**src/rtl/core/delta_list_timer_queue_assert.svh**
```systemverilog
// ----------------------------------------------------------------------------
// delta_list_timer_queue_assert.svh
// Assertion macros for the delta list timer queue.
// ----------------------------------------------------------------------------
`ifndef DELTA_LIST_TIMER_QUEUE_ASSERT_SVH
`define DELTA_LIST_TIMER_QUEUE_ASSERT_SVH

// Same-cycle implication, disabled in reset.
`define DLTQ_ASSERT_NOW(lbl, clk, rst_n, ante, cons, msg) \
    lbl: assert property (@(posedge clk) disable iff (!rst_n) (ante) |-> (cons)) \
        else $error(msg);

// Next-cycle implication, disabled in reset.
`define DLTQ_ASSERT_NEXT(lbl, clk, rst_n, ante, cons, msg) \
    lbl: assert property (@(posedge clk) disable iff (!rst_n) (ante) |=> (cons)) \
        else $error(msg);

`endif

```
**src/rtl/core/dltq_pkg.sv**
```systemverilog
// ----------------------------------------------------------------------------
// dltq_pkg
// Types and codes shared by the delta list timer queue modules.
// ----------------------------------------------------------------------------
`timescale 1ns / 1ps

package dltq_pkg;

    localparam int DELTA_W   = 32;
    localparam int PID_W     = 15;
    localparam int MAX_WAKES = 16;

    localparam logic [1:0] ACT_ADD  = 2'd0;
    localparam logic [1:0] ACT_DEL  = 2'd1;
    localparam logic [1:0] ACT_TICK = 2'd2;

    localparam logic [1:0] ST_OK      = 2'd0;
    localparam logic [1:0] ST_ZERO    = 2'd1;
    localparam logic [1:0] ST_PENDING = 2'd2;
    localparam logic [1:0] ST_NOT_PEN = 2'd3;

    localparam logic KIND_STATUS = 1'b0;
    localparam logic KIND_WAKE   = 1'b1;

    typedef struct packed {
        logic [1:0]         action;
        logic [3:0]         timer_slot;
        logic [DELTA_W-1:0] delay_ticks;
        logic [PID_W-1:0]   process_id;
    } t_in_item;

    typedef struct packed {
        logic               kind;
        logic [1:0]         status;
        logic [3:0]         expired_slot;
        logic [PID_W-1:0]   wake_process;
        logic               last;
    } t_out_item;

endpackage

```
**src/rtl/core/dltq_mem.sv**
```systemverilog
// ----------------------------------------------------------------------------
// dltq_mem
// Timer entry store: one write port, one read port, registered read data,
// write-first on a same-address collision.
// ----------------------------------------------------------------------------
`timescale 1ns / 1ps

module dltq_mem #(
    parameter int DEPTH  = 16,
    parameter int ADDR_W = 4,
    parameter int DATA_W = 52
) (
    input  logic              i_clk,
    input  logic              i_we,
    input  logic [ADDR_W-1:0] i_waddr,
    input  logic [DATA_W-1:0] i_wdata,
    input  logic              i_re,
    input  logic [ADDR_W-1:0] i_raddr,
    output logic [DATA_W-1:0] o_rdata
);

    logic [DATA_W-1:0] r_mem [DEPTH];
    logic [DATA_W-1:0] r_rdata;

    always_ff @(posedge i_clk) begin
        if (i_we) begin
            r_mem[i_waddr] <= i_wdata;
        end
    end

    always_ff @(posedge i_clk) begin
        if (i_re) begin
            if (i_we && (i_waddr == i_raddr)) begin
                r_rdata <= i_wdata;
            end else begin
                r_rdata <= r_mem[i_raddr];
            end
        end
    end

    assign o_rdata = r_rdata;

endmodule

```
**src/rtl/core/dltq_seq.sv**
```systemverilog
// ----------------------------------------------------------------------------
// dltq_seq
// List sequencer: walks the delta list in the entry store for add, delete
// and tick, keeps head, pending bits and builds each result.
// ----------------------------------------------------------------------------
`timescale 1ns / 1ps

module dltq_seq #(
    parameter  int NUM_TIMERS = 16,
    localparam int SLOT_W     = $clog2(NUM_TIMERS),
    localparam int ENT_W      = dltq_pkg::DELTA_W + dltq_pkg::PID_W + SLOT_W + 1
) (
    input  logic                 i_clk,
    input  logic                 i_rst_n,
    input  logic                 i_in_valid,
    output logic                 o_in_ready,
    input  dltq_pkg::t_in_item   i_in_item,
    output logic                 o_res_valid,
    input  logic                 i_res_ready,
    output dltq_pkg::t_out_item  o_res,
    output logic                 o_mem_we,
    output logic [SLOT_W-1:0]    o_mem_waddr,
    output logic [ENT_W-1:0]     o_mem_wdata,
    output logic                 o_mem_re,
    output logic [SLOT_W-1:0]    o_mem_raddr,
    input  logic [ENT_W-1:0]     i_mem_rdata
);

    import dltq_pkg::*;

    localparam int CNT_W = $clog2(MAX_WAKES + 1);

    localparam logic [3:0] S_IDLE     = 4'd0;
    localparam logic [3:0] S_DEC      = 4'd1;
    localparam logic [3:0] S_ADD_CHK  = 4'd2;
    localparam logic [3:0] S_ADD_WS   = 4'd3;
    localparam logic [3:0] S_ADD_WP   = 4'd4;
    localparam logic [3:0] S_DEL_S    = 4'd5;
    localparam logic [3:0] S_DEL_NX   = 4'd6;
    localparam logic [3:0] S_DEL_LINK = 4'd7;
    localparam logic [3:0] S_DEL_WALK = 4'd8;
    localparam logic [3:0] S_TK_DEC   = 4'd9;
    localparam logic [3:0] S_FIRE     = 4'd10;
    localparam logic [3:0] S_TK_NEXT  = 4'd11;
    localparam logic [3:0] S_PUSH     = 4'd12;

    typedef struct packed {
        logic [DELTA_W-1:0] delta;
        logic [PID_W-1:0]   owner;
        logic [SLOT_W-1:0]  succ;
        logic               succ_vld;
    } t_entry;

    function automatic t_out_item stat_res(input logic [1:0] code);
        t_out_item res;
        res              = '0;
        res.kind         = KIND_STATUS;
        res.status       = code;
        res.last         = 1'b1;
        return res;
    endfunction

    logic [3:0]            r_state, n_state;
    t_in_item              r_item, n_item;
    logic [SLOT_W-1:0]     r_s, n_s;
    logic [DELTA_W-1:0]    r_d, n_d;
    logic [SLOT_W-1:0]     r_cur, n_cur;
    logic                  r_have_cur, n_have_cur;
    logic [SLOT_W-1:0]     r_prev, n_prev;
    logic                  r_have_prev, n_have_prev;
    t_entry                r_ent, n_ent;
    logic [SLOT_W-1:0]     r_head, n_head;
    logic                  r_nonempty, n_nonempty;
    logic [NUM_TIMERS-1:0] r_pending, n_pending;
    logic [CNT_W-1:0]      r_cnt, n_cnt;
    logic                  r_more, n_more;
    t_out_item             r_res, n_res;

    t_entry             rd_ent;
    t_entry             wr_ent;
    logic [SLOT_W-1:0]  slot_idx;
    logic               slot_ok;
    logic               d_lt;
    logic [DELTA_W-1:0] rem_cur;
    logic [DELTA_W-1:0] rem_d;
    logic [DELTA_W-1:0] dec_delta;
    logic [CNT_W-1:0]   cnt_inc;

    assign rd_ent    = t_entry'(i_mem_rdata);
    assign slot_idx  = SLOT_W'(r_item.timer_slot);
    assign slot_ok   = (32'(r_item.timer_slot) < 32'(NUM_TIMERS));
    assign d_lt      = (r_d < rd_ent.delta);
    assign rem_cur   = rd_ent.delta - r_d;
    assign rem_d     = r_d - rd_ent.delta;
    assign dec_delta = (rd_ent.delta == '0) ? '0 : rd_ent.delta - DELTA_W'(1);
    assign cnt_inc   = r_cnt + CNT_W'(1);

    assign o_in_ready  = (r_state == S_IDLE);
    assign o_res_valid = (r_state == S_PUSH);
    assign o_res       = r_res;
    assign o_mem_wdata = ENT_W'(wr_ent);

    always_comb begin
        n_state     = r_state;
        n_item      = r_item;
        n_s         = r_s;
        n_d         = r_d;
        n_cur       = r_cur;
        n_have_cur  = r_have_cur;
        n_prev      = r_prev;
        n_have_prev = r_have_prev;
        n_ent       = r_ent;
        n_head      = r_head;
        n_nonempty  = r_nonempty;
        n_pending   = r_pending;
        n_cnt       = r_cnt;
        n_more      = r_more;
        n_res       = r_res;
        o_mem_we    = 1'b0;
        o_mem_waddr = r_cur;
        wr_ent      = rd_ent;
        o_mem_re    = 1'b0;
        o_mem_raddr = r_cur;

        unique case (r_state)
            S_IDLE: begin
                if (i_in_valid) begin
                    n_item  = i_in_item;
                    n_state = S_DEC;
                end
            end
            S_DEC: begin
                n_s    = slot_idx;
                n_d    = r_item.delay_ticks;
                n_more = 1'b0;
                unique case (r_item.action)
                    ACT_ADD: begin
                        if (r_item.delay_ticks == '0) begin
                            n_res   = stat_res(ST_ZERO);
                            n_state = S_PUSH;
                        end else if (!slot_ok) begin
                            n_res   = stat_res(ST_NOT_PEN);
                            n_state = S_PUSH;
                        end else if (r_pending[slot_idx]) begin
                            n_res   = stat_res(ST_PENDING);
                            n_state = S_PUSH;
                        end else begin
                            n_have_prev = 1'b0;
                            n_have_cur  = r_nonempty;
                            n_cur       = r_head;
                            if (r_nonempty) begin
                                o_mem_re    = 1'b1;
                                o_mem_raddr = r_head;
                                n_state     = S_ADD_CHK;
                            end else begin
                                n_state = S_ADD_WS;
                            end
                        end
                    end
                    ACT_DEL: begin
                        if (!slot_ok || !r_pending[slot_idx]) begin
                            n_res   = stat_res(ST_NOT_PEN);
                            n_state = S_PUSH;
                        end else begin
                            o_mem_re    = 1'b1;
                            o_mem_raddr = slot_idx;
                            n_state     = S_DEL_S;
                        end
                    end
                    ACT_TICK: begin
                        n_cnt = '0;
                        if (r_nonempty) begin
                            o_mem_re    = 1'b1;
                            o_mem_raddr = r_head;
                            n_state     = S_TK_DEC;
                        end else begin
                            n_state = S_IDLE;
                        end
                    end
                    default: begin
                        n_state = S_IDLE;
                    end
                endcase
            end
            S_ADD_CHK: begin
                if (d_lt) begin
                    o_mem_we     = 1'b1;
                    o_mem_waddr  = r_cur;
                    wr_ent.delta = rem_cur;
                    n_state      = S_ADD_WS;
                end else begin
                    n_d         = rem_d;
                    n_prev      = r_cur;
                    n_have_prev = 1'b1;
                    n_ent       = rd_ent;
                    n_have_cur  = rd_ent.succ_vld;
                    n_cur       = rd_ent.succ;
                    if (rd_ent.succ_vld) begin
                        o_mem_re    = 1'b1;
                        o_mem_raddr = rd_ent.succ;
                    end else begin
                        n_state = S_ADD_WS;
                    end
                end
            end
            S_ADD_WS: begin
                o_mem_we        = 1'b1;
                o_mem_waddr     = r_s;
                wr_ent.delta    = r_d;
                wr_ent.owner    = r_item.process_id;
                wr_ent.succ     = r_have_cur ? r_cur : '0;
                wr_ent.succ_vld = r_have_cur;
                n_pending[r_s]  = 1'b1;
                if (r_have_prev) begin
                    n_state = S_ADD_WP;
                end else begin
                    n_head     = r_s;
                    n_nonempty = 1'b1;
                    n_res      = stat_res(ST_OK);
                    n_state    = S_PUSH;
                end
            end
            S_ADD_WP: begin
                o_mem_we        = 1'b1;
                o_mem_waddr     = r_prev;
                wr_ent          = r_ent;
                wr_ent.succ     = r_s;
                wr_ent.succ_vld = 1'b1;
                n_res           = stat_res(ST_OK);
                n_state         = S_PUSH;
            end
            S_DEL_S: begin
                n_cur      = rd_ent.succ;
                n_have_cur = rd_ent.succ_vld;
                n_d        = rd_ent.delta;
                if (rd_ent.succ_vld && (rd_ent.delta != '0)) begin
                    o_mem_re    = 1'b1;
                    o_mem_raddr = rd_ent.succ;
                    n_state     = S_DEL_NX;
                end else begin
                    n_state = S_DEL_LINK;
                end
            end
            S_DEL_NX: begin
                o_mem_we     = 1'b1;
                o_mem_waddr  = r_cur;
                wr_ent.delta = rd_ent.delta + r_d;
                n_state      = S_DEL_LINK;
            end
            S_DEL_LINK: begin
                if (r_nonempty && (r_head != r_s)) begin
                    o_mem_re    = 1'b1;
                    o_mem_raddr = r_head;
                    n_prev      = r_head;
                    n_state     = S_DEL_WALK;
                end else begin
                    if (r_nonempty) begin
                        n_head     = r_have_cur ? r_cur : '0;
                        n_nonempty = r_have_cur;
                    end
                    n_pending[r_s] = 1'b0;
                    n_res          = stat_res(ST_OK);
                    n_state        = S_PUSH;
                end
            end
            S_DEL_WALK: begin
                if (rd_ent.succ_vld && (rd_ent.succ != r_s)) begin
                    n_prev      = rd_ent.succ;
                    o_mem_re    = 1'b1;
                    o_mem_raddr = rd_ent.succ;
                end else begin
                    if (rd_ent.succ_vld) begin
                        o_mem_we        = 1'b1;
                        o_mem_waddr     = r_prev;
                        wr_ent.succ     = r_have_cur ? r_cur : '0;
                        wr_ent.succ_vld = r_have_cur;
                    end
                    n_pending[r_s] = 1'b0;
                    n_res          = stat_res(ST_OK);
                    n_state        = S_PUSH;
                end
            end
            S_TK_DEC: begin
                if (dec_delta != '0) begin
                    o_mem_we     = 1'b1;
                    o_mem_waddr  = r_head;
                    wr_ent.delta = dec_delta;
                    n_state      = S_IDLE;
                end else begin
                    n_ent   = rd_ent;
                    n_state = S_FIRE;
                end
            end
            S_FIRE: begin
                n_res              = '0;
                n_res.kind         = KIND_WAKE;
                n_res.expired_slot = 4'(r_head);
                n_res.wake_process = r_ent.owner;
                n_pending[r_head]  = 1'b0;
                n_head             = r_ent.succ_vld ? r_ent.succ : '0;
                n_nonempty         = r_ent.succ_vld;
                n_cnt              = cnt_inc;
                if (!r_ent.succ_vld || (cnt_inc == CNT_W'(MAX_WAKES))) begin
                    n_res.last = 1'b1;
                    n_more     = 1'b0;
                    n_state    = S_PUSH;
                end else begin
                    o_mem_re    = 1'b1;
                    o_mem_raddr = r_ent.succ;
                    n_state     = S_TK_NEXT;
                end
            end
            S_TK_NEXT: begin
                if (rd_ent.delta == '0) begin
                    n_res.last = 1'b0;
                    n_ent      = rd_ent;
                    n_more     = 1'b1;
                end else begin
                    n_res.last = 1'b1;
                    n_more     = 1'b0;
                end
                n_state = S_PUSH;
            end
            S_PUSH: begin
                if (i_res_ready) begin
                    n_state = r_more ? S_FIRE : S_IDLE;
                end
            end
            default: begin
                n_state = S_IDLE;
            end
        endcase
    end

    always_ff @(posedge i_clk) begin
        if (!i_rst_n) begin
            r_state    <= S_IDLE;
            r_head     <= '0;
            r_nonempty <= 1'b0;
            r_pending  <= '0;
        end else begin
            r_state    <= n_state;
            r_head     <= n_head;
            r_nonempty <= n_nonempty;
            r_pending  <= n_pending;
        end
    end

    always_ff @(posedge i_clk) begin
        r_item      <= n_item;
        r_s         <= n_s;
        r_d         <= n_d;
        r_cur       <= n_cur;
        r_have_cur  <= n_have_cur;
        r_prev      <= n_prev;
        r_have_prev <= n_have_prev;
        r_ent       <= n_ent;
        r_cnt       <= n_cnt;
        r_more      <= n_more;
        r_res       <= n_res;
    end

endmodule

```
**src/rtl/core/delta_list_timer_queue.sv**
```systemverilog
// ----------------------------------------------------------------------------
// delta_list_timer_queue
// One-shot timers in a deadline-ordered delta list kept in an entry store,
// with add, delete and tick items and a registered result channel.
//
//   Channel  Direction  Handshake                  Payload
//   in       input      i_in_valid / o_in_ready    i_in_item  (t_in_item)
//   out      output     o_out_valid / i_out_ready  o_out_item (t_out_item)
//
// One item at a time: a new item is taken only once the last one is done.
// Rejected adds and deletes give a status result without touching the store;
// an add walks the entries ahead of its deadline, a delete walks to its
// predecessor; a tick gives no result unless the head expires, and then fires
// each expired head until the list runs out or the 16-wakeup limit ends the
// tick. Reset clears head, pending bits and control only. A full, stalled output
// register holds the sequencer.
`timescale 1ns / 1ps
`include "delta_list_timer_queue_assert.svh"

module delta_list_timer_queue #(
    parameter int NUM_TIMERS = 16
) (
    input  logic                i_clk,
    input  logic                i_rst_n,
    input  logic                i_in_valid,
    output logic                o_in_ready,
    input  dltq_pkg::t_in_item  i_in_item,
    output logic                o_out_valid,
    input  logic                i_out_ready,
    output dltq_pkg::t_out_item o_out_item
);

    import dltq_pkg::*;

    localparam int SLOT_W = $clog2(NUM_TIMERS);
    localparam int ENT_W  = DELTA_W + PID_W + SLOT_W + 1;

    logic              mem_we;
    logic [SLOT_W-1:0] mem_waddr;
    logic [ENT_W-1:0]  mem_wdata;
    logic              mem_re;
    logic [SLOT_W-1:0] mem_raddr;
    logic [ENT_W-1:0]  mem_rdata;

    logic      seq_res_valid;
    logic      seq_res_ready;
    t_out_item seq_res;

    logic      r_out_valid;
    t_out_item r_out;

    dltq_mem #(
        .DEPTH  (NUM_TIMERS),
        .ADDR_W (SLOT_W),
        .DATA_W (ENT_W)
    ) u_mem (
        .i_clk   (i_clk),
        .i_we    (mem_we),
        .i_waddr (mem_waddr),
        .i_wdata (mem_wdata),
        .i_re    (mem_re),
        .i_raddr (mem_raddr),
        .o_rdata (mem_rdata)
    );

    dltq_seq #(
        .NUM_TIMERS (NUM_TIMERS)
    ) u_seq (
        .i_clk       (i_clk),
        .i_rst_n     (i_rst_n),
        .i_in_valid  (i_in_valid),
        .o_in_ready  (o_in_ready),
        .i_in_item   (i_in_item),
        .o_res_valid (seq_res_valid),
        .i_res_ready (seq_res_ready),
        .o_res       (seq_res),
        .o_mem_we    (mem_we),
        .o_mem_waddr (mem_waddr),
        .o_mem_wdata (mem_wdata),
        .o_mem_re    (mem_re),
        .o_mem_raddr (mem_raddr),
        .i_mem_rdata (mem_rdata)
    );

    // output register: a transfer out frees it for the next result
    assign seq_res_ready = !r_out_valid || i_out_ready;

    always_ff @(posedge i_clk) begin
        if (!i_rst_n) begin
            r_out_valid <= 1'b0;
        end else if (seq_res_valid && seq_res_ready) begin
            r_out_valid <= 1'b1;
        end else if (i_out_ready) begin
            r_out_valid <= 1'b0;
        end
    end

    always_ff @(posedge i_clk) begin
        if (seq_res_valid && seq_res_ready) begin
            r_out <= seq_res;
        end
    end

    assign o_out_valid = r_out_valid;
    assign o_out_item  = r_out;

    `DLTQ_ASSERT_NEXT(a_in_leaves_idle, i_clk, i_rst_n, i_in_valid && o_in_ready, !o_in_ready, "sequencer took an item but stayed ready")
    `DLTQ_ASSERT_NEXT(a_res_captured, i_clk, i_rst_n, seq_res_valid && seq_res_ready, o_out_valid && (o_out_item == $past(seq_res)), "result lost at output register")
    `DLTQ_ASSERT_NOW(a_status_shape, i_clk, i_rst_n, o_out_valid && (o_out_item.kind == KIND_STATUS), o_out_item.last && (o_out_item.expired_slot == '0) && (o_out_item.wake_process == '0), "status result malformed")
    `DLTQ_ASSERT_NOW(a_wake_ok, i_clk, i_rst_n, o_out_valid && (o_out_item.kind == KIND_WAKE), o_out_item.status == ST_OK, "wakeup carries a status code")

endmodule

```
**config.mk**
```make
export PLATFORM = sky130hd
export DESIGN_NAME = delta_list_timer_queue
export DESIGN_NICKNAME = d
export VERILOG_FILES = /design/src/rtl/core/dltq_pkg.sv /design/src/rtl/core/dltq_mem.sv /design/src/rtl/core/dltq_seq.sv /design/src/rtl/core/delta_list_timer_queue.sv
export VERILOG_INCLUDE_DIRS = /design/src /design/src/rtl/core
export SDC_FILE = /design/constraint.sdc
export NUM_CORES = 2
export LEC_CHECK = 0
export BUFFER_PORTS_ARGS = -buffer_cell sky130_fd_sc_hd__buf_2
export CORE_UTILIZATION = 57
export CTS_BUF_LIST = sky130_fd_sc_hd__clkbuf_2
export CTS_CLUSTER_DIAMETER = 30
export DETAILED_ROUTE_END_ITERATION = 6
export GPL_ROUTABILITY_DRIVEN = 0
export PLACE_DENSITY = 0.72
export SETUP_SLACK_MARGIN = 0.3
export SYNTH_ARGS = -nofsm -noshare
export SYNTH_HDL_FRONTEND = slang
export SYNTH_HIERARCHICAL = 1
export SYNTH_SLANG_ARGS = --single-unit
```
**constraint.sdc**
```tcl
create_clock -name i_clk -period 17.9 [get_ports i_clk]
set_clock_uncertainty 0.2 [all_clocks]
set_input_delay 0 -clock i_clk [delete_from_list [all_inputs] [get_ports i_clk]]
set_output_delay 0 -clock i_clk [all_outputs]
set_load 0.1 [all_outputs]
```
==> results.toml <==
[routing]
drt_iter0_markers = 5286
post_drt_wl_per_cell_um = 27.9
route.vias.total = 34200
maxUsedRoutingLayer = "met5"
remaining_drc_errors = 20
wl_met1_mm = 52.4
antenna_left = 0
met3_length_mm = 17.6
number_of_vias_per_cell_after_detailed_routing = 6.76
drt-total-wl_mm = 142
drt_pass1_iterations = 7
met2_length_mm = 65.8

[placement]
dp_worst_setup_slack_ns = 10.11
dp_hpwl_mm = 78.8
placement.io_buffers = 81

[yosys]
synthesized_netlist_cell_count = 3312
synth_xor_area_share_pct = 0.972
multiplexer_share_of_the_synthesized_area_pct = 11.0
synthesis.area_um2 = 50500
synth_simple_gate_area_share_pct = 6.12
synth_enable_flop_cells = 1087
total_nets_after_synthesis = 3469
synth.yosys.seq_area_share_pct = 65.7
synth_top_area_cell = "sky130_fd_sc_hd__edfxtp_1"
synth_compound_gate_area_share_pct = 10.9
ys_seq_elements = 1113
synth_largest_type_area_fraction_pct = 64.7
synth_area_leaders = "sky130_fd_sc_hd__edfxtp_1 65%, sky130_fd_sc_hd__mux4_2 9.5%, sky130_fd_sc_hd__ha_1 2.4%"
avgSynthCellArea_um2 = 15.2
postSynth.topFlopCell = "sky130_fd_sc_hd__edfxtp_1"
synth_adder_area_share_pct = 2.52
yosysUniqueCellTypes = 90
ys_async_sr_fraction_pct = 0
synth.yosys.warnings = 6
synth_top_family_by_area = "multiplexers"

[cells_and_area]
final_common_cell = "sky130_fd_sc_hd__edfxtp_1"
sequential_cell_area_um2 = 33200
combined_area_of_the_multi_input_logic_cells_um2 = 16100
design.final.nets = 3881
mostFrequentLayoutCells = "1087 x sky130_fd_sc_hd__edfxtp_1, 383 x sky130_fd_sc_hd__clkbuf_2, 214 x sky130_fd_sc_hd__mux4_2, 185 x sky130_fd_sc_hd__nand2_1, 176 x sky130_fd_sc_hd__dlygate4sd3_1"
drive_above_1_share_pct = 23.3
area.growth.synth_to_final_pct = 11.7
fillers = 6176

[critical_path]
worst_setup_path_end_kind = "register"
crit_buf_inv = 3
family_with_the_most_delay_on_the_worst_path = "simple AND/OR/NAND/NOR gates"
timing.critical_path.cells = "inv_1 -> ha_1 -> nor3b_1 -> nand4_1 -> or3_1 -> nand2_1 -> a21oi_1 -> and4_1 -> nand2b_1 -> nand2_1 -> nand3_4 -> buf_4 -> buf_4 -> mux4_2 -> a22oi_1 -> nand2_1 -> mux2_2"
timing_worst_setup_path_type = "register to register"
critPathMaxStageDelay_ns = 0.84
required_ns = 18.89
endpoint_arrival_time_on_the_critical_path_ns = 8.91
critical_path.startpoint_type = "register"
critical_path.slowest_cell = "sky130_fd_sc_hd__nand4_1"
critPathMostFrequentCell = "sky130_fd_sc_hd__nand2_1"
worstPathMaxFanout = 45

[sta]
worst_slew_pin_slew_ns = 1.47
post-route-period-util_pct = 44.2
layout_min_cycle_time_ns = 7.92
report.final.slew_viol_count = 0
hold_violations = 0
setup-violations-final = 0
slew_headroom_pct = 1.83
fin_tns_setup_ns = 0
rsz0062_at_grt = "no"
postLayoutSetupSlackWorst_ns = 9.98
maxClockFrequency_ghz = 0.126

[floorplan]
top_level_ports = 82
die_w_um = 300
die_h_um = 300
std_cell_rows = 108
die_area_um2 = 89800
starting_density_of_the_core_pct = 57.8
floorplan.core_area_um2 = 87300

[clock_network]
cts_root_buffer = "sky130_fd_sc_hd__clkbuf_2"
postCtsHoldBufs = 176
cts_htree_levels = 5
clkSlewWorstSetupHoldPaths_ns = 0.12
cts.sinks = 1113
cts_inserted_buffers = 288
clk_path_buf_depth = 4
cts_tree = "yes"
clkLatencyLatePin_ns = 1.44
cts.repair_timing.setup_buffer_count = 0
cts_resized = 0

[pwr]
power.density_nw_per_um2 = 179
finalPower_w = 0.0101
power.static_leakage_nw = 19.5
vdd_drop_max_mv = 0.161

[min_path]
min_path_type = "primary input to register"

[grt]
grt_pass1_wl_mm = 209
grt_overall_usage_pct = 31.4
number_of_antenna_violations_at_the_first_check_in_global_routing = 6
grt_start_max_net_pins = 58
grt_overflow = 0
first_global_vias = 34300

[outcome]
result_of_the_run = "finished with violations"
violations = "design-rule violations, max-capacitance violations"

[job]
timing.max_cap.violations = 1
## cell families (layout without fill, tap and decap cells)
logic type                 Yosys count  after routing
muxes                              282            282
AOI/OAI and AO/OA                  789            789
other                                0              4
adders and majority gates          100            100
DFF                               1113           1113
and+or+nand+nor                    634            634
buffers and inverters              338            932
xor gates and xnor gates            56             56
## layer usage
metal	GRT usage [%]	vias to the layer above
met5	0	-
met4	13.9	2
met3	7.52	477
met2	48.7	2680
met1	42.7	16800
li1	-	14300
## area by class of cell
class | instances | area share (%)
sequential | 1113 | 58.8
multi-input combinational | 1861 | 28.6
timing repair buffer | 321 | 4.69
clock buffer | 383 | 3.40
tap | 1155 | 2.56
clock inverter | 89 | 0.972
inverter | 139 | 0.925
antenna | 4 | 0.0177
## worst reg2reg max path: cells and delay by family, from the launching register on
family	cells	cell delay, ns
buf+inv	3	1.97
mux	2	0.90
fa+ha+maj	1	0.27
flops	1	0.64
simple gates	9	3.36
compound gates	2	0.37
## cells in the mapped netlist, types with 27 or more instances
| cell | instances |
|---|---|
| sky130_fd_sc_hd__a21o_1 | 31 |
| sky130_fd_sc_hd__a21oi_1 | 133 |
| sky130_fd_sc_hd__a222oi_1 | 34 |
| sky130_fd_sc_hd__a22oi_1 | 156 |
| sky130_fd_sc_hd__and3_1 | 30 |
| sky130_fd_sc_hd__buf_2 | 29 |
| sky130_fd_sc_hd__clkbuf_1 | 137 |
| sky130_fd_sc_hd__edfxtp_1 | 1087 |
| sky130_fd_sc_hd__ha_1 | 97 |
| sky130_fd_sc_hd__inv_1 | 134 |
| sky130_fd_sc_hd__mux2_2 | 59 |
| sky130_fd_sc_hd__mux4_2 | 214 |
| sky130_fd_sc_hd__nand2_1 | 186 |
| sky130_fd_sc_hd__nand3_1 | 58 |
| sky130_fd_sc_hd__nor2_1 | 155 |
| sky130_fd_sc_hd__nor3_1 | 56 |
| sky130_fd_sc_hd__o211ai_1 | 27 |
| sky130_fd_sc_hd__o21ai_0 | 153 |
| sky130_fd_sc_hd__xnor2_1 | 40 |
## registers in the layout (all words and copies together), names as in the netlist, 4 cells and up
register	count
o_out_item	23
u_mem/o_rdata	52
u_mem/r_mem	832
u_seq/o_res	23
u_seq/r_cnt	5
u_seq/r_cur	4
u_seq/r_d	32
u_seq/r_ent	52
u_seq/r_head	4
u_seq/r_item	49
u_seq/r_pending	16
u_seq/r_prev	4
u_seq/r_s	4
u_seq/r_state	4
u_seq/slot_idx	4
## per-stage QoR
stage	utilization (%)	hold WS [ns]	cells	cell area, um^2
after CTS	64.6	0.000754	5059	56400
after global routing	64.6	0.0276	5065	56400
after global placement	59.7	-0.0236	4411	52100
final	64.6	0.135	5065	56400
after detailed placement	59.7	-0.0219	4411	52100
after floorplan	-	-0.101	3312	50500
## path summary, 6_finish.rpt
check                                        from               end  slack, ns  cells after the start
worst max register to register  u_mem/o_rdata[21]  u_mem/o_rdata[6]       9.98                     17
worst min-delay path                i_in_item[13]  u_seq/r_item[13]       0.14                      4
worst max-delay path            u_mem/o_rdata[21]  u_mem/o_rdata[6]       9.98                     17
worst min register to register    u_seq/o_res[20]    o_out_item[20]       0.21                      0
## power by group
group / total [W] / internal (W) / switching, W / leakage, nW
logic: 0.00449 / 0.00168 / 0.00281 / 7.62
clock network: 0.00169 / 0.000681 / 0.00101 / 1.89
registers: 0.00390 / 0.00365 / 0.000247 / 10.0
No activity file was read; power rests on OpenSTA's default activity.
